File: config.mk
export PLATFORM = sky130hd
export DESIGN_NAME = ralu_front
export DESIGN_NICKNAME = d
export VERILOG_FILES = /design/src/hw/rtl/ralu_pkg.sv /design/src/hw/rtl/ralu_front.sv
export SDC_FILE = /design/constraint.sdc
export NUM_CORES = 1
export LEC_CHECK = 0
export BUFFER_PORTS_ARGS = -buffer_cell sky130_fd_sc_hd__buf_2
export CAP_MARGIN = 20
export CORE_AREA = 4 4 109 111
export CTS_CLUSTER_DIAMETER = 80
export DETAILED_ROUTE_END_ITERATION = 6
export DIE_AREA = 0 0 113 115
export PLACE_DENSITY = 0.87
export SETUP_SLACK_MARGIN = 0.05
export SLEW_MARGIN = 30
export SYNTH_ARGS = -nofsm -noshare
export SYNTH_HDL_FRONTEND = slang
export SYNTH_SLANG_ARGS = --single-unit
File: constraint.sdc
create_clock -name clock -period 0.9 [get_ports clock]
set_input_delay 0.09 -clock clock [delete_from_list [all_inputs] [get_ports clock]]
set_output_delay 0.09 -clock clock [all_outputs]
set_load 0.05 [all_outputs]
File: src/hw/rtl/ralu_pkg.sv
`timescale 1ns / 1ps
`default_nettype none

package ralu_pkg;

   // Operation codes.
   localparam logic [4:0] CMD_ADD    = 5'd0;
   localparam logic [4:0] CMD_SUB    = 5'd1;
   localparam logic [4:0] CMD_SLL    = 5'd2;
   localparam logic [4:0] CMD_SLT    = 5'd3;
   localparam logic [4:0] CMD_SLTU   = 5'd4;
   localparam logic [4:0] CMD_XOR    = 5'd5;
   localparam logic [4:0] CMD_SRL    = 5'd6;
   localparam logic [4:0] CMD_SRA    = 5'd7;
   localparam logic [4:0] CMD_OR     = 5'd8;
   localparam logic [4:0] CMD_AND    = 5'd9;
   localparam logic [4:0] CMD_MUL    = 5'd10;
   localparam logic [4:0] CMD_MULH   = 5'd11;
   localparam logic [4:0] CMD_MULHSU = 5'd12;
   localparam logic [4:0] CMD_MULHU  = 5'd13;
   localparam logic [4:0] CMD_DIV    = 5'd14;
   localparam logic [4:0] CMD_DIVU   = 5'd15;
   localparam logic [4:0] CMD_REM    = 5'd16;
   localparam logic [4:0] CMD_REMU   = 5'd17;
   localparam logic [4:0] CMD_ADDW   = 5'd18;
   localparam logic [4:0] CMD_SUBW   = 5'd19;
   localparam logic [4:0] CMD_SLLW   = 5'd20;
   localparam logic [4:0] CMD_SRLW   = 5'd21;
   localparam logic [4:0] CMD_SRAW   = 5'd22;
   localparam logic [4:0] CMD_MULW   = 5'd23;
   localparam logic [4:0] CMD_DIVW   = 5'd24;
   localparam logic [4:0] CMD_DIVUW  = 5'd25;
   localparam logic [4:0] CMD_REMW   = 5'd26;
   localparam logic [4:0] CMD_REMUW  = 5'd27;

   // Execution unit that carries out an operation.
   typedef enum logic [1:0] {
      UNIT_FAST = 2'd0,
      UNIT_MUL  = 2'd1,
      UNIT_DIV  = 2'd2
   } unit_type;

   // One classified operation as it sits in the queue.
   typedef struct packed {
      logic [4:0]  cmd;
      unit_type    unit;
      logic        word;
      logic        want_rem;
      logic        sgn_a;
      logic        sgn_b;
      logic [63:0] a;
      logic [63:0] b;
   } entry_type;

   // Sign-extend the low 32 bits to 64 bits.
   function automatic logic [63:0] sext32(input logic [63:0] x);
      sext32 = {{32{x[31]}}, x[31:0]};
   endfunction

endpackage

`default_nettype wire

File: src/hw/rtl/ralu_front.sv
`timescale 1ns / 1ps
`default_nettype none

module ralu_front (
   input  wire logic                clock,
   input  wire logic                reset,
   input  wire logic                accept,
   input  wire logic [4:0]          cmd,
   input  wire logic [63:0]         operand_a,
   input  wire logic [63:0]         operand_b,
   output ralu_pkg::entry_type      push_entry,
   output logic                     push_valid
);

   logic                valid_ff;
   ralu_pkg::entry_type entry_ff;
   ralu_pkg::entry_type entry_in;

   // Classify the command by unit and by its signedness and width.
   always_comb begin
      entry_in          = '0;
      entry_in.cmd      = cmd;
      entry_in.a        = operand_a;
      entry_in.b        = operand_b;
      entry_in.unit     = ralu_pkg::UNIT_FAST;
      entry_in.word     = (cmd >= ralu_pkg::CMD_ADDW);
      unique case (cmd)
         ralu_pkg::CMD_MUL, ralu_pkg::CMD_MULHU, ralu_pkg::CMD_MULW: begin
            entry_in.unit = ralu_pkg::UNIT_MUL;
         end
         ralu_pkg::CMD_MULH: begin
            entry_in.unit  = ralu_pkg::UNIT_MUL;
            entry_in.sgn_a = 1'b1;
            entry_in.sgn_b = 1'b1;
         end
         ralu_pkg::CMD_MULHSU: begin
            entry_in.unit  = ralu_pkg::UNIT_MUL;
            entry_in.sgn_a = 1'b1;
         end
         ralu_pkg::CMD_DIV, ralu_pkg::CMD_DIVW: begin
            entry_in.unit  = ralu_pkg::UNIT_DIV;
            entry_in.sgn_a = 1'b1;
            entry_in.sgn_b = 1'b1;
         end
         ralu_pkg::CMD_REM, ralu_pkg::CMD_REMW: begin
            entry_in.unit     = ralu_pkg::UNIT_DIV;
            entry_in.sgn_a    = 1'b1;
            entry_in.sgn_b    = 1'b1;
            entry_in.want_rem = 1'b1;
         end
         ralu_pkg::CMD_DIVU, ralu_pkg::CMD_DIVUW: begin
            entry_in.unit = ralu_pkg::UNIT_DIV;
         end
         ralu_pkg::CMD_REMU, ralu_pkg::CMD_REMUW: begin
            entry_in.unit     = ralu_pkg::UNIT_DIV;
            entry_in.want_rem = 1'b1;
         end
         default: begin
            entry_in.unit = ralu_pkg::UNIT_FAST;
         end
      endcase
   end

   // Stage register between the command ports and the queue.
   always_ff @(posedge clock) begin
      if (reset) begin
         valid_ff <= 1'b0;
      end else begin
         valid_ff <= accept;
      end
      if (accept) begin
         entry_ff <= entry_in;
      end
   end

   assign push_entry = entry_ff;
   assign push_valid = valid_ff;

endmodule

`default_nettype wire

==> metrics.md, run 1 <==
| Metric | Value |
|---|---|
| Outcome | `stopped before the end` |
| Fail Step | `clock tree synthesis (4_1_cts)` |
| Tool error | `[ERROR RSZ-0060] Max buffer count reached.` |
| Placed cell areas | `approximately 6000 sq um` |
| Initial Utilization | `39.9%` |
| Rows | `38` |
| Yosys warns | `0` |
| Cts hold-fix bufs | `between 100 and 150` |
| Yosys reg bits | `140` |
| Synth top area cells | `edfxtp_1 (97%), dfxtp_1 (0.46%), a2bb2oi_1 (0.41%)` |
| Root Buffer | `clkbuf_8` |
| Pre-CTS WS | `-0.0968 ns` |
| IO Port Bufs | `275` |
| Number of CTS-inserted buffers | `17` |
| Synth Net Count | `slightly below 300` |
| IO Count | `276` |
| CTS H-Tree Depth | `4` |
| Final Wtd Congestion | `roughly 0.86` |
| Async S/R FF share, synth | `0%` |
| Detailed Place HPWL | `roughly 9 mm` |
| Post-synth EDFFs | `139` |
| Resized Gates After CTS | `around 280` |
| Xor/xnor cell area share of the yosys netlist | `less than 1%` |
| Largest family of logic cells by synthesized area | `compound AO/OA/AOI/OAI gates` |
| Synth top area share | `96.8%` |
| Mux cell area share after synthesis | `0%` |
| Post-Syn Instances | `160` |
| CTS Buffer Depth | `2` |
| Ys flop type | `edfxtp_1` |
| Count of cell types in the netlist | `13` |
| Adder-Cell Fraction of Synth Area | `0%` |
| Syn Area/Cell | `26.9 sq um` |
| Die Y | `115 um` |
| Dominant cell type by area after synthesis | `edfxtp_1` |
| Sink Count | `140` |
| Post-Syn Area | `around 4300 sq um` |
| Sequential cell area fraction in the yosys report | `a little over nine tenths` |
| Synth Area in Compound Gates | `approximately 1.2%` |
| Die width | `113 um` |
| Number of setup buffers added after CTS | `0` |
| Fraction of the mapped netlist area in simple logic gates | `under 10%` |
## synth_stat cells, types with 2 or more instances
library cell and instances:
nor2b_1 2, a2bb2oi_1 2, nand2_1 4, o21ai_0 2
nand2b_1 2, inv_1 3, edfxtp_1 139
## kinds of logic after synthesis
| logic type | Yosys count |
|---|---|
| AND/OR/NAND/NOR | 9 |
| flip-flops | 140 |
| AO/OA/AOI/OAI | 7 |
| XOR/XNOR | 1 |
| buffers and inverters | 3 |
## stage by stage
stage / std cells / utilization, %
detailed placement: 586 / 55.4
floorplan: 160 / -
global placement: 586 / 55.4
==> run 2, diff against run 1 <==
--- a/config.mk
+++ b/config.mk
@@ -7,12 +7,10 @@
 export LEC_CHECK = 0
 export BUFFER_PORTS_ARGS = -buffer_cell sky130_fd_sc_hd__buf_2
 export CAP_MARGIN = 20
-export CORE_AREA = 4 4 109 111
-export CTS_CLUSTER_DIAMETER = 80
+export CORE_AREA = 4 4 137 139
 export DETAILED_ROUTE_END_ITERATION = 6
-export DIE_AREA = 0 0 113 115
-export PLACE_DENSITY = 0.87
-export SETUP_SLACK_MARGIN = 0.05
+export DIE_AREA = 0 0 141 143
+export PLACE_DENSITY_LB_ADDON = 0.15
 export SLEW_MARGIN = 30
 export SYNTH_ARGS = -nofsm -noshare
 export SYNTH_HDL_FRONTEND = slang
==> run 2 against run 1 <==
The flow now finishes, with violations (negative setup slack). Area after synthesis stayed put. Synthesized cell count stayed put.
==> metrics.md, run 2 <==
| Metric | Value |
|---|---|
| Area of the multi-input gates | `approximately 110 sq um` |
| CTS H-Tree Depth | `4 (unchanged)` |
| Initial Utilization | `24.4% (-16 points)` |
| Clk pwr share | `around 39%` |
| Synth top area cells | `edfxtp_1 (97%), dfxtp_1 (0.46%), a2bb2oi_1 (0.41%)` |
| Met3 routed wirelength | `1.50 mm` |
| Final wirelength | `around 13 mm` |
| Syn Area/Cell | `26.9 sq um (unchanged)` |
| Sequential cell area fraction in the yosys report | `97.3% (unchanged)` |
| Lkg Pwr | `between 3 and 4 nW` |
| Switching Fraction | `a little over a quarter` |
| Psw | `around 5.2 mW` |
| Critical-path cell list | `buf_6` |
| Final setup fails | `140` |
| Synth Net Count | `296 (unchanged)` |
| Fin worst setup slack | `-0.203 ns` |
| Internal | `around 14 mW` |
| Root Buffer | `clkbuf_16` |
| First-pass GRT wire length | `19.2 mm` |
| Routed vias | `roughly 3,200` |
| FF/Latch Area | `roughly 4200 sq um` |
| Layout area overhead | `108%` |
| Share of cells above drive strength 1 | `51.7%` |
| CP bufs+invs | `1` |
| CP Class | `reg2out` |
| IO Port Bufs | `275 (unchanged)` |
| Avg Vias per Cell | `approximately 3.8` |
| Yosys reg bits | `140 (unchanged)` |
| Placed cell areas | `6080 sq um (+1.7%)` |
| Setup crit start kind | `flop` |
| Combinational Power Share | `20.0%` |
| Worst-path clk slew | `about 0.06 ns` |
| Ys flop type | `edfxtp_1` |
| Fmax | `907 MHz` |
| Tightest Pin Transition | `0.275 ns` |
| Largest net degree at the start of global routing | `49` |
| Outcome | `finished with violations` |
| Final critical-path share of the clock period | `123%` |
| Layout fillers | `around 1,500` |
| Final antenna-violating net count | `0` |
| PwrDens | `around 2200 nW/um^2` |
| RSZ-0062 raised after global routing | `true` |
| Die width | `141 um (+25%)` |
| Most frequent cells in the layout | `buf_6 (140), edfxtp_1 (139), dlygate4sd3_1 (134), buf_2 (134), clkbuf_16 (17)` |
| CP peak stage delay | `approximately 0.42 ns` |
| Uppermost layer routed | `met4` |
| Peak VDD IR | `0.00122 V` |
| Min-Delay Path Depth | `2` |
| Grt total ovfl | `0` |
| Critical path depth | `1` |
| Rows | `49 (+29%)` |
| Post-synth EDFFs | `139 (unchanged)` |
| Core Region | `17,700 sq um` |
| Met2 WL post-DR | `around 6.4 mm` |
| Crit path max fanout | `1` |
| Die Footprint | `between 20,000 and 25,000 sq um` |
| Vias in the first global route | `~3,700` |
| Total track usage | `between 10 and 15%` |
| Max reg flops | `between 100 and 150` |
| Most frequent cells after synthesis | `edfxtp_1 (139), nand2_1 (4), inv_1 (3)` |
| # Max-Cap Violations | `0` |
| Detailed Place HPWL | `8.81 mm (-0.94%)` |
| Post-route DRC | `0` |
| Post-Syn Instances | `160 (unchanged)` |
| Worst hold-check path type | `in2reg` |
| Antenna violations before repair | `2` |
| DR iter-0 viols | `around 130` |
| Number of CTS-inserted buffers | `17 (unchanged)` |
| Most common cell in the synthesized netlist | `edfxtp_1` |
| Wire length per cell | `around 15 um` |
| Number of setup buffers added after CTS | `0 (unchanged)` |
| Failing checks | `negative setup slack` |
| Max-slew headroom | `between 80% and 90%` |
| Pre-Repair DR Iteration Count | `4` |
| Most common cell after layout, fill and taps aside | `buf_6` |
| Dominant cell type by area after synthesis | `edfxtp_1` |
| Post-Syn Area | `4310 sq um (unchanged)` |
| Synth top area share | `96.8% (unchanged)` |
| Critical Path End Type | `primary output` |
| Highest-delay cell along the critical path | `edfxtp_1` |
| Final instance area | `8950 sq um` |
| CP top delay family | `flip-flops` |
| Async S/R FF share, synth | `0% (unchanged)` |
| Count of cell types in the netlist | `13 (unchanged)` |
| Sequential share of power | `between 40 and 50%` |
| Min Hold Slack | `about 0.074 ns` |
| Min cycle time layout | `between 1 and 1.5 ns` |
| Wire length on met1 | `approximately 4.4 mm` |
| Final Wtd Congestion | `0.802 (-6.7%)` |
| Die Y | `143 um (+24%)` |
| Final-report hold violation count | `0` |
| Final nets | `between 700 and 800` |
| Critical Path RT | `0.81 ns` |
| Final core occ | `between 50% and 60%` |
| Yosys warns | `0 (unchanged)` |
| CTS Buffer Depth | `2 (unchanged)` |
| CP Data Arrival Time | `slightly above 1 ns` |
| Sink Count | `140 (unchanged)` |
| IO Count | `276 (unchanged)` |
| CTS tree | `built` |
| Slew Viols, Final | `0` |
==> run 2: worst paths after layout <==
check	start	endpoint	slack, ns
worst max-delay path	push_entry[6]	push_entry[6]	-0.20
worst min-delay path	cmd[2]	push_entry[131]	0.07
==> run 2: final cells by class <==
class | instances | area share (%)
sequential | 140 | 46.9
antenna | 2 | 0.0559
tap | 229 | 3.20
clock inverter | 15 | 2.43
multi-input combinational | 17 | 1.17
clock buffer | 17 | 4.75
timing repair buffer | 419 | 41.4
inverter | 3 | 0.126
==> run 2: metrics by stage <==
step / setup TNS (ns) / instances / setup WS, ns / total power, mW
after floorplan: 0 / 160 / 0.0835 / 9.87
after global placement: -0.120 / 674 / -0.0603 / 10.9
after detailed placement: -0.151 / 674 / -0.0934 / 10.9
after CTS: -25.87 / 840 / -0.244 / 19.7
after global routing: -28.89 / 841 / -0.250 / 20.3
final: -21.73 / 842 / -0.203 / 19.5
==> run 2: cells by family after synthesis <==
group	after synthesis	synth area share (%)
flops	140	97.3
simple gates	9	1.07
compound gates	7	1.16
buf+inv	3	0.261
xor+xnor	1	0.203
==> run 2: power groups by stage <==
stage	Combinational, mW	Clock, mW	Sequential, mW
detailed placement	2.87	0	8.00
CTS	3.93	7.81	8.00
global placement	2.86	0	7.99
floorplan	0.0348	0	9.84
finish	3.90	7.58	8.00
global route	4.05	8.15	8.05
==> run 2: layer usage <==
metal  global-route usage [%]  vias up
met3                     7.33       22
met2                     21.0      169
met1                     12.9     1505
met5                        0        -
li1                         -     1527
met4                     5.66        0
==> run 2: repair_timing <==
item	CTS	global route
resized for setup	282	0
hold buffers	134	0
setup endpoints to repair	140	140
endpoints found under the hold margin	134	0
Power figures use the tool's default switching activity.
