==> src/hw/rtl/ralu_pkg.sv <==
`timescale 1ns / 1ps
`default_nettype none

package ralu_pkg;

   // Operation codes.
   localparam logic [4:0] CMD_ADD    = 5'd0;
   localparam logic [4:0] CMD_SUB    = 5'd1;
   localparam logic [4:0] CMD_SLL    = 5'd2;
   localparam logic [4:0] CMD_SLT    = 5'd3;
   localparam logic [4:0] CMD_SLTU   = 5'd4;
   localparam logic [4:0] CMD_XOR    = 5'd5;
   localparam logic [4:0] CMD_SRL    = 5'd6;
   localparam logic [4:0] CMD_SRA    = 5'd7;
   localparam logic [4:0] CMD_OR     = 5'd8;
   localparam logic [4:0] CMD_AND    = 5'd9;
   localparam logic [4:0] CMD_MUL    = 5'd10;
   localparam logic [4:0] CMD_MULH   = 5'd11;
   localparam logic [4:0] CMD_MULHSU = 5'd12;
   localparam logic [4:0] CMD_MULHU  = 5'd13;
   localparam logic [4:0] CMD_DIV    = 5'd14;
   localparam logic [4:0] CMD_DIVU   = 5'd15;
   localparam logic [4:0] CMD_REM    = 5'd16;
   localparam logic [4:0] CMD_REMU   = 5'd17;
   localparam logic [4:0] CMD_ADDW   = 5'd18;
   localparam logic [4:0] CMD_SUBW   = 5'd19;
   localparam logic [4:0] CMD_SLLW   = 5'd20;
   localparam logic [4:0] CMD_SRLW   = 5'd21;
   localparam logic [4:0] CMD_SRAW   = 5'd22;
   localparam logic [4:0] CMD_MULW   = 5'd23;
   localparam logic [4:0] CMD_DIVW   = 5'd24;
   localparam logic [4:0] CMD_DIVUW  = 5'd25;
   localparam logic [4:0] CMD_REMW   = 5'd26;
   localparam logic [4:0] CMD_REMUW  = 5'd27;

   // Execution unit that carries out an operation.
   typedef enum logic [1:0] {
      UNIT_FAST = 2'd0,
      UNIT_MUL  = 2'd1,
      UNIT_DIV  = 2'd2
   } unit_type;

   // One classified operation as it sits in the queue.
   typedef struct packed {
      logic [4:0]  cmd;
      unit_type    unit;
      logic        word;
      logic        want_rem;
      logic        sgn_a;
      logic        sgn_b;
      logic [63:0] a;
      logic [63:0] b;
   } entry_type;

   // Sign-extend the low 32 bits to 64 bits.
   function automatic logic [63:0] sext32(input logic [63:0] x);
      sext32 = {{32{x[31]}}, x[31:0]};
   endfunction

endpackage

`default_nettype wire

==> src/hw/rtl/ralu_fifo.sv <==
`timescale 1ns / 1ps
`default_nettype none

module ralu_fifo #(
   parameter int DEPTH = 4
) (
   input  wire logic                       clock,
   input  wire logic                       reset,
   input  wire logic                       push,
   input  wire ralu_pkg::entry_type        push_entry,
   input  wire logic                       pop,
   output ralu_pkg::entry_type             head_entry,
   output logic                            head_valid,
   output logic [$clog2(DEPTH+1)-1:0]      count
);

   localparam int IW = $clog2(DEPTH);
   localparam int CW = $clog2(DEPTH + 1);
   localparam logic [IW-1:0] LAST = IW'(DEPTH - 1);

   ralu_pkg::entry_type mem_ff [DEPTH];
   logic [IW-1:0] wr_ff, rd_ff;
   logic [CW-1:0] count_ff, count_in;

   // Pointer and occupancy bookkeeping.
   always_comb begin
      count_in = count_ff;
      if (push && !pop) begin
         count_in = count_ff + CW'(1);
      end else if (!push && pop) begin
         count_in = count_ff - CW'(1);
      end
   end

   always_ff @(posedge clock) begin
      if (reset) begin
         wr_ff    <= '0;
         rd_ff    <= '0;
         count_ff <= '0;
      end else begin
         count_ff <= count_in;
         if (push) begin
            wr_ff <= (wr_ff == LAST) ? '0 : wr_ff + IW'(1);
         end
         if (pop) begin
            rd_ff <= (rd_ff == LAST) ? '0 : rd_ff + IW'(1);
         end
      end
      if (push) begin
         mem_ff[wr_ff] <= push_entry;
      end
   end

   assign head_entry = mem_ff[rd_ff];
   assign head_valid = (count_ff != '0);
   assign count      = count_ff;

endmodule

`default_nettype wire

==> config.mk <==
export PLATFORM = sky130hd
export DESIGN_NAME = ralu_fifo
export DESIGN_NICKNAME = d
export VERILOG_FILES = /design/src/hw/rtl/ralu_pkg.sv /design/src/hw/rtl/ralu_fifo.sv
export SDC_FILE = /design/constraint.sdc
export NUM_CORES = 1
export LEC_CHECK = 0
export BUFFER_PORTS_ARGS = -buffer_cell sky130_fd_sc_hd__buf_2
export CAP_MARGIN = 30
export CORE_MARGIN = 5
export CORE_UTILIZATION = 28
export CTS_BUF_LIST = sky130_fd_sc_hd__clkbuf_16
export DETAILED_ROUTE_END_ITERATION = 12
export GPL_TIMING_DRIVEN = 0
export HOLD_SLACK_MARGIN = 0.03
export SLEW_MARGIN = 20
export SYNTH_ARGS = -nofsm -noshare
export SYNTH_HDL_FRONTEND = slang
export SYNTH_SLANG_ARGS = --single-unit
==> constraint.sdc <==
create_clock -name clock -period 6.95 [get_ports clock]
set_input_delay 1.0425 -clock clock [delete_from_list [all_inputs] [get_ports clock]]
set_output_delay 1.0425 -clock clock [all_outputs]
set_load 0.1 [all_outputs]
==> reports/metrics.csv, run 1 <==
stage;metric;value;unit
floorplan;FP Rows;99;
cts;Clock transition at path regs;60;ps
synthesis;Synth area leaders;edfxtp_1 (81%), mux4_2 (15%), dfxtp_1 (0.88%);
cells_and_area;area growth from synthesis to layout;23.69;%
power;sequential share of power;46.9;%
cts;CTS sink count;565;
cts;htree depth;2;
route;Total Wirelength;44.04;mm
synthesis;Yosys warnings;0;
power;Switching Share;28.91;%
synthesis;Syn Area/Cell;26.66;um^2
synthesis;synthesized netlist cell count;769;
grt;pin count of the biggest net entering global routing;46;
grt;vias in the first global route;10180;
critical_path;Reg-to-Reg Start;wr_ff[0];
cts;CTS max path bufs;3;
cells_and_area;Layout fillers;6741;
grt;Overflow after GRT;0;
synthesis;cell type with the largest total area after synthesis;edfxtp_1;
grt;initial antenna violation count;9;
floorplan;Die Wd;280.6;um
route;drt first pass iters;4;
power;Clock Power Share;35.9;%
cts;clk root buf;clkbuf_16;
sta;Clock Skew;24.91;ps
sta;Final Setup Violations;0;
route;ANT nets after route;0;
route;drt wl/cell;20.58;um
sta;Pins Over Slew Limit;0;
run_status;outcome;completed;
power;Comb pwr share;17.3;%
route;Vias;9304;
critical_path;arrival time at the worst endpoint;2780;ps
synthesis;Yosys cell types;19;
grt;first-pass GRT wire length;64.30;mm
critical_path;worst setup path class;flop to output port;
placed_design;count of input and output buffers;285;
hold_path;HP Start;count[2];
critical_path;Worst path most repeated cell;buf_2;
sta;RSZ-0062 raised after global routing;no;
route;DRC Markers;0;
power;Pwr Density;331.3;nW/um^2
synthesis;register area share after synthesis;82.30;%
cells_and_area;layout cells sized above 1;47.27;%
critical_path;Critical Path Max Stage Delay;480;ps
cts;CTS tree;done;
critical_path;cells along the critical path;clkbuf_1 > buf_6 > buf_2 > mux4_2 > buf_2;
synthesis;syn nets;919;
sta;final hold vios;0;
grt;Total GRT Usage;10.88;%
sta;crit path time final;3818;ps
floorplan;core area;72830;um^2
floorplan;effective utilization at floorplan;28.15;%
sta;Final TNS setup;0;ps
power;Switch Pwr;2.429;mW
critical_path;crit end category;output port;
critical_path;slowest CP cell;clkbuf_1;
sta;Fmax;261.9;MHz
critical_path;WP data required;5910;ps
cells_and_area;final cell count without fillers;2140;
sta;crit share post-route;54.93;%
flow_run;Max Cap Viol;0;
cells_and_area;fin nets;1279;
power;Leakage;8.449;nW
sta;Slew HR;41.28;%
placed_design;DPL Wire Length;28.37;mm
cts;count of cells resized by post-cts repair;0;
floorplan;# IOs;286;
sta;Slew @ Worst Pin;880.8;ps
route;Vias per Instance;4.348;
cts;cts bufs inserted;60;
placed_design;RD Place Congestion;0.7030;
placed_design;dpl cells;2026;
power;VDD IR max;0.2927;mV
critical_path;Startpoint Class;flop;
route;initial DRC count;468;
floorplan;die area;78740;um^2
cts;worst skew pair latency;600;ps
hold_path;Hold Path Class;flop to flop;
critical_path;CP Max Fanout;10;
synthesis;Mapped Area;20500;um^2
synthesis;top cell type's share of synthesized area;81.43;%
cts;Setup Buffers After CTS;0;
floorplan;chip height;280.6;um
synthesis;flops & latches, synth;565;
cts;CTS Hold Buffers Added;0;
power;cell-internal power;5.973;mW
-- per-layer routing --
layer	vias up	GRT usage (%)	wire length [um]	part of all wire (%)
li1	4063	-	-	-
met1	4918	13.18	17620	40
met2	231	18.79	22440	51
met3	86	2.912	2570	5.8
met4	6	3.955	1354	3.1
met5	-	0	47	0.11
-- cell families after synthesis --
group,share of synthesized area [%]
AO/OA/AOI/OAI,0.07320
XOR/XNOR,0.08544
adder cells (fa/ha/maj),0.4637
buffers and inverters,1.263
flip-flops,82.30
multiplexers,15.46
AND/OR/NAND/NOR,0.3478
-- state kept, by name, summed over array words and instances, names as in the netlist, named ones only --
signal  flops
count       3
mem_ff    556
rd_ff       2
wr_ff       2
-- power groups by stage --
stage	Clock [mW]	Sequential [mW]	Combinational, mW
2_1_floorplan	0	4.04	1.13
3_3_place_gp	0	4.04	1.43
3_5_place_dp	0	4.01	1.47
4_1_cts	3.12	3.94	1.48
5_1_grt	3.26	3.95	1.50
6_report	3.01	3.94	1.45
-- cells in the mapped netlist --
cell,count
edfxtp_1,556
nor2_1,7
mux2i_1,4
mux4_2,139
buf_1,2
dfxtp_1,9
a21oi_1,2
ha_1,6
buf_4,2
inv_1,4
and2_1,4
fa_1,1
nor3b_1,1
o21ai_0,1
clkbuf_1,1
xor2_1,2
buf_2,12
buf_6,14
or3_1,2
-- area by class of cell --
class | instances | area (um^2) | share of cell area (%)
diodes | 7 | 17.52 | 0.06907
flip-flops and latches | 565 | 16880 | 66.54
plain buffers | 31 | 244.0 | 0.9620
repair buffers | 298 | 1745 | 6.882
inverters | 4 | 15.01 | 0.05920
clock inverters | 46 | 357.8 | 1.411
well taps | 959 | 1200 | 4.731
clock buffers | 61 | 1526 | 6.019
multi-input cells | 169 | 3379 | 13.33
-- cells in the final DEF, fill, tap and decap left out --
cell type   instances
nor2_1              7
clkbuf_1            1
buf_6              15
and2_4              4
mux2i_1             4
diode_2             7
buf_1               2
clkinv_4            3
dfxtp_1             9
ha_1                6
inv_1              14
clkinv_2           10
buf_2             297
xor2_1              2
nor3b_1             1
mux4_2            139
buf_4               2
edfxtp_1          556
clkbuf_16          61
or3_1               2
buf_12              3
fa_1                1
buf_16              9
o21ai_0             1
a21oi_1             2
bufinv_16           5
clkinv_1           11
clkinvlp_4          7
-- stage by stage --
stage | setup WS, ps | hold WS (ps) | utilization (%) | power, mW | area (um^2)
6_report | 3132 | 520.9 | 34.82 | 8.402 | 25360
4_1_cts | 3010 | 515.7 | 34.80 | 8.538 | 25340
3_5_place_dp | 3689 | 500.7 | 32.21 | 5.484 | 23460
3_3_place_gp | -1101 | 502.2 | 31.76 | 5.479 | 23130
5_1_grt | 2997 | 595.5 | 34.81 | 8.709 | 25360
2_1_floorplan | 2215 | 491.5 | - | 5.176 | 20500
-- worst max-delay path, delay by kind of cell (launching register included) --
family                 cells  cell delay (ps)
DFF                        1              360
muxes                      1              310
buffers and inverters      4             1490
-- worst paths after layout --
| kind | cells past startpoint | endpoint | slack, ps |
|---|---|---|---|
| setup / recovery | 5 | head_entry[94] | 3130 |
| hold reg to reg | 2 | count[2] | 520 |
| setup reg to reg | 5 | mem_ff[0][52] | 4890 |
| hold / removal | 2 | count[2] | 520 |
Note: power is estimated with default switching activity, not from simulation.
==> inputs of run 2 (changes only) <==
- ABC_AREA: unset -> 1
- clock period: 6.95 -> 3.7 ns (I/O delays scaled with it)
==> run 2 against run 1 <==
Sequential cell count is the same. Setup slack lost 2900 ps. Core utilization grew 0.34 points. Count of clock-buffer cells in the layout grew 2.
==> reports/metrics.csv, run 2 <==
stage;metric;value;unit;change
run_status;outcome;completed;;unchanged
cells_and_area;commonest non-fill, non-tap cell in the layout;edfxtp_1;;unchanged
cells_and_area;Most flops, register;mem_ff;;unchanged
cts;cts bufs inserted;61;;was 60
cells_and_area;Layout fillers;7091;;was 6741
critical_path;slowest CP cell;buf_2;;was clkbuf_1
synthesis;Yosys cell types;22;;was 19
sta;final hold vios;0;;unchanged
sta;crit share post-route;94.55;%;
critical_path;R2R Path End;mem_ff[1][101];;was mem_ff[0][52]
cells_and_area;commonest cells after routing, fill and taps aside;edfxtp_1 (556), buf_2 (300), nor2_1 (287), o21ai_0 (252), o22ai_1 (139);;was edfxtp_1 (556), buf_2 (297), mux4_2 (139), clkbuf_16 (61), buf_6 (15)
sta;RSZ-0062 raised after global routing;no;;unchanged
critical_path;crit end category;output port;;unchanged
floorplan;chip height;284.4;um;was 280.6 um
route;drt first pass iters;5;;was 4
cts;CTS tree;done;;unchanged
critical_path;worst setup path class;flop to output port;;unchanged
grt;first-pass GRT wire length;87.41;mm;was 64.30 mm
grt;Total GRT Usage;14.17;%;was 10.88%
hold_path;HP Start;push_entry[119];;was count[2]
cts;Setup Buffers After CTS;0;;unchanged
critical_path;arrival time at the worst endpoint;2940;ps;was 2780 ps
route;DRC Markers;0;;unchanged
cts;CTS max path bufs;3;;unchanged
route;Vias per Instance;4.750;;was 4.348
cts;CTS Hold Buffers Added;0;;unchanged
synthesis;Post-synth top flop;edfxtp_1;;unchanged
cts;clk root buf;clkbuf_16;;unchanged
cts;htree depth;2;;unchanged
route;Vias;13310;;was 9304
cells_and_area;Storage cell area;16880;um^2;unchanged
sta;Pins Over Slew Limit;0;;unchanged
synthesis;asr flop ratio synth;0;%;unchanged
placed_design;DPL Wire Length;38.60;mm;was 28.37 mm
synthesis;cell type with the largest total area after synthesis;edfxtp_1;;unchanged
sta;Clock Skew;16.42;ps;was 24.91 ps
placed_design;RD Place Congestion;0.7222;;was 0.7030
critical_path;Reg-to-Reg Start;wr_ff[1];;was wr_ff[0]
synthesis;top cell type's share of synthesized area;79.19;%;was 81.43%
cts;count of cells resized by post-cts repair;0;;unchanged
floorplan;effective utilization at floorplan;28.27;%;was 28.15%
sta;crit path time final;3498;ps;
synthesis;Yosys warnings;0;;unchanged
power;Pwr Density;631.6;nW/um^2;was 331.3 nW/um^2
synthesis;synthesized netlist cell count;1403;;was 769
cells_and_area;final instance area;26220;um^2;was 25360 um^2
hold_path;Hold Path Class;primary input to flop;;was flop to flop
critical_path;R2R depth;7;;was 5
floorplan;Die Wd;284.4;um;was 280.6 um
synthesis;top post-synthesis cells by count;edfxtp_1 (556), nor2_1 (287), o21ai_0 (252);;was edfxtp_1 (556), mux4_2 (139), buf_6 (14)
synthesis;Mapped Area;21080;um^2;was 20500 um^2
hold_path;hold path cells;1;;was 2
sta;Slew HR;51.19;%;was 41.28%
placed_design;count of input and output buffers;285;;unchanged
grt;vias in the first global route;13680;;was 10180
placed_design;dpl cell area;24200;um^2;was 23460 um^2
critical_path;Startpoint Class;flop;;unchanged
route;initial DRC count;921;;was 468
sta;Final TNS setup;0;ps;unchanged
synthesis;Synth area leaders;edfxtp_1 (79%), o21ai_0 (6.0%), nor2_1 (5.1%);;was edfxtp_1 (81%), mux4_2 (15%), dfxtp_1 (0.88%)
cells_and_area;fin nets;1923;;was 1279
power;Leakage;9.067;nW;was 8.449 nW
cells_and_area;multi-input logic area;3527;um^2;was 3379 um^2
cells_and_area;Largest register FFs;556;;unchanged
critical_path;WP data required;3140;ps;was 5910 ps
cells_and_area;area growth from synthesis to layout;24.37;%;was 23.69%
route;drt wl/cell;21.36;um;was 20.58 um
sta;Slew @ Worst Pin;732.1;ps;was 880.8 ps
cells_and_area;layout cells sized above 1;24.84;%;was 47.27%
flow_run;Max Cap Viol;0;;unchanged
critical_path;CP Max Fanout;10;;unchanged
cts;Clock transition at path regs;60;ps;about the same
cts;CTS sink count;565;;unchanged
cts;worst skew pair latency;600;ps;about the same
critical_path;flop2flop setup slack;1320;ps;was 4890 ps
grt;initial antenna violation count;16;;was 9
floorplan;die area;80880;um^2;was 78740 um^2
sta;Final Setup Violations;0;;unchanged
route;ANT nets after route;0;;unchanged
synthesis;Post-synth EDFFs;556;;unchanged
grt;pin count of the biggest net entering global routing;28;;was 46
placed_design;Setup Slack @ Placement;811.6;ps;was 3689 ps
critical_path;Critical Path Max Stage Delay;500;ps;was 480 ps
floorplan;FP Rows;100;;was 99
sta;Fmax;285.9;MHz;
synthesis;top-count cell post-synth;edfxtp_1;;unchanged
sta;worst hold slack;162.8;ps;was 520.9 ps
power;VDD IR max;0.3818;mV;was 0.2927 mV
hold_path;Hold Crit Endpoint;mem_ff[1][119];;was count[2]
route;Total Wirelength;59.86;mm;was 44.04 mm
floorplan;core area;74570;um^2;was 72830 um^2
grt;Overflow after GRT;0;;unchanged
power;Pwr Total;16.56;mW;was 8.402 mW
critical_path;cells along the critical path;buf_4 > clkbuf_1 > o21ai_0 > o22ai_1 > buf_2;;was clkbuf_1 > buf_6 > buf_2 > mux4_2 > buf_2
synthesis;flops & latches, synth;565;;unchanged
synthesis;register area share after synthesis;80.05;%;was 82.30%
floorplan;# IOs;286;;unchanged
synthesis;Syn Area/Cell;15.03;um^2;was 26.66 um^2
sta;Final WS setup;201.8;ps;was 3132 ps
synthesis;syn nets;1553;;was 919
-- run 2: cell count changes in the layout (fill, tap and decap cells not counted), sizes merged, moves of 8 or more --
cell | previous run | this run
nor2 | 7 | 287
o21ai | 1 | 281
mux4 | 139 | 0
o22ai | 0 | 139
clkbuf | 62 | 108
buf | 328 | 353
nand2 | 0 | 9
inv | 14 | 22
-- run 2: critical path, delay by kind of cell, from the launching register on --
kind | cells | cell delay (ps)
flops | 1 | 480
compound gates | 2 | 540
buf+inv | 3 | 1300
-- run 2: cell type report --
| class | count | area share (%) |
|---|---|---|
| Clock inverter | 51 | 1.603 |
| Timing Repair Buffer | 307 | 7.205 |
| Buffer | 91 | 2.333 |
| Inverter | 16 | 0.3149 |
| Tap cell | 969 | 4.624 |
| Multi-Input combinational cell | 731 | 13.45 |
| Clock buffer | 63 | 6.012 |
| Antenna cell | 10 | 0.09543 |
| Sequential cell | 565 | 64.36 |
-- run 2: cells by family (layout without fill, tap and decap cells) --
kind of cell             count (synthesis)  in the layout  share of synthesized area, %
AO/OA/AOI/OAI                          423            423                         10.87
XOR/XNOR                                 1              1                       0.04155
adder cells (fa/ha/maj)                  7              7                        0.4510
buffers and inverters                  107            528                         3.222
flip-flops                             565            565                         80.05
other                                    0             10                             0
AND/OR/NAND/NOR                        300            300                         5.371
-- run 2: routing by layer --
layer  track usage, %  up-vias  share of wire [%]
li1                 -     6074                  -
met1            18.47     6661                 42
met2            23.44      470                 48
met3            4.046       99                7.9
met4            3.573       10                2.1
met5                0        -               0.12
-- run 2: per-stage QoR --
step / utilization [%] / std cells
floorplan: - / 1403
global placement: 31.83 / 2657
detailed placement: 32.45 / 2679
CTS: 35.13 / 2793
global route: 35.14 / 2796
finish: 35.16 / 2803
-- run 2: report_power, final --
part	total, mW	leakage, nW	internal [mW]	switching [mW]
Clock	5.98	0.989	3.50	2.47
Combinational	3.20	2.90	0.528	2.68
Sequential	7.38	5.18	7.32	0.0630
-- run 2: worst max path at each step --
stage | startpoint | to
2_1_floorplan | wr_ff[0] | mem_ff[0][0]
3_3_place_gp | push | mem_ff[0][82]
3_5_place_dp | flop | head_entry[34]
4_1_cts | flop | head_entry[34]
5_1_grt | flop | head_entry[27]
6_report | flop | head_entry[27]
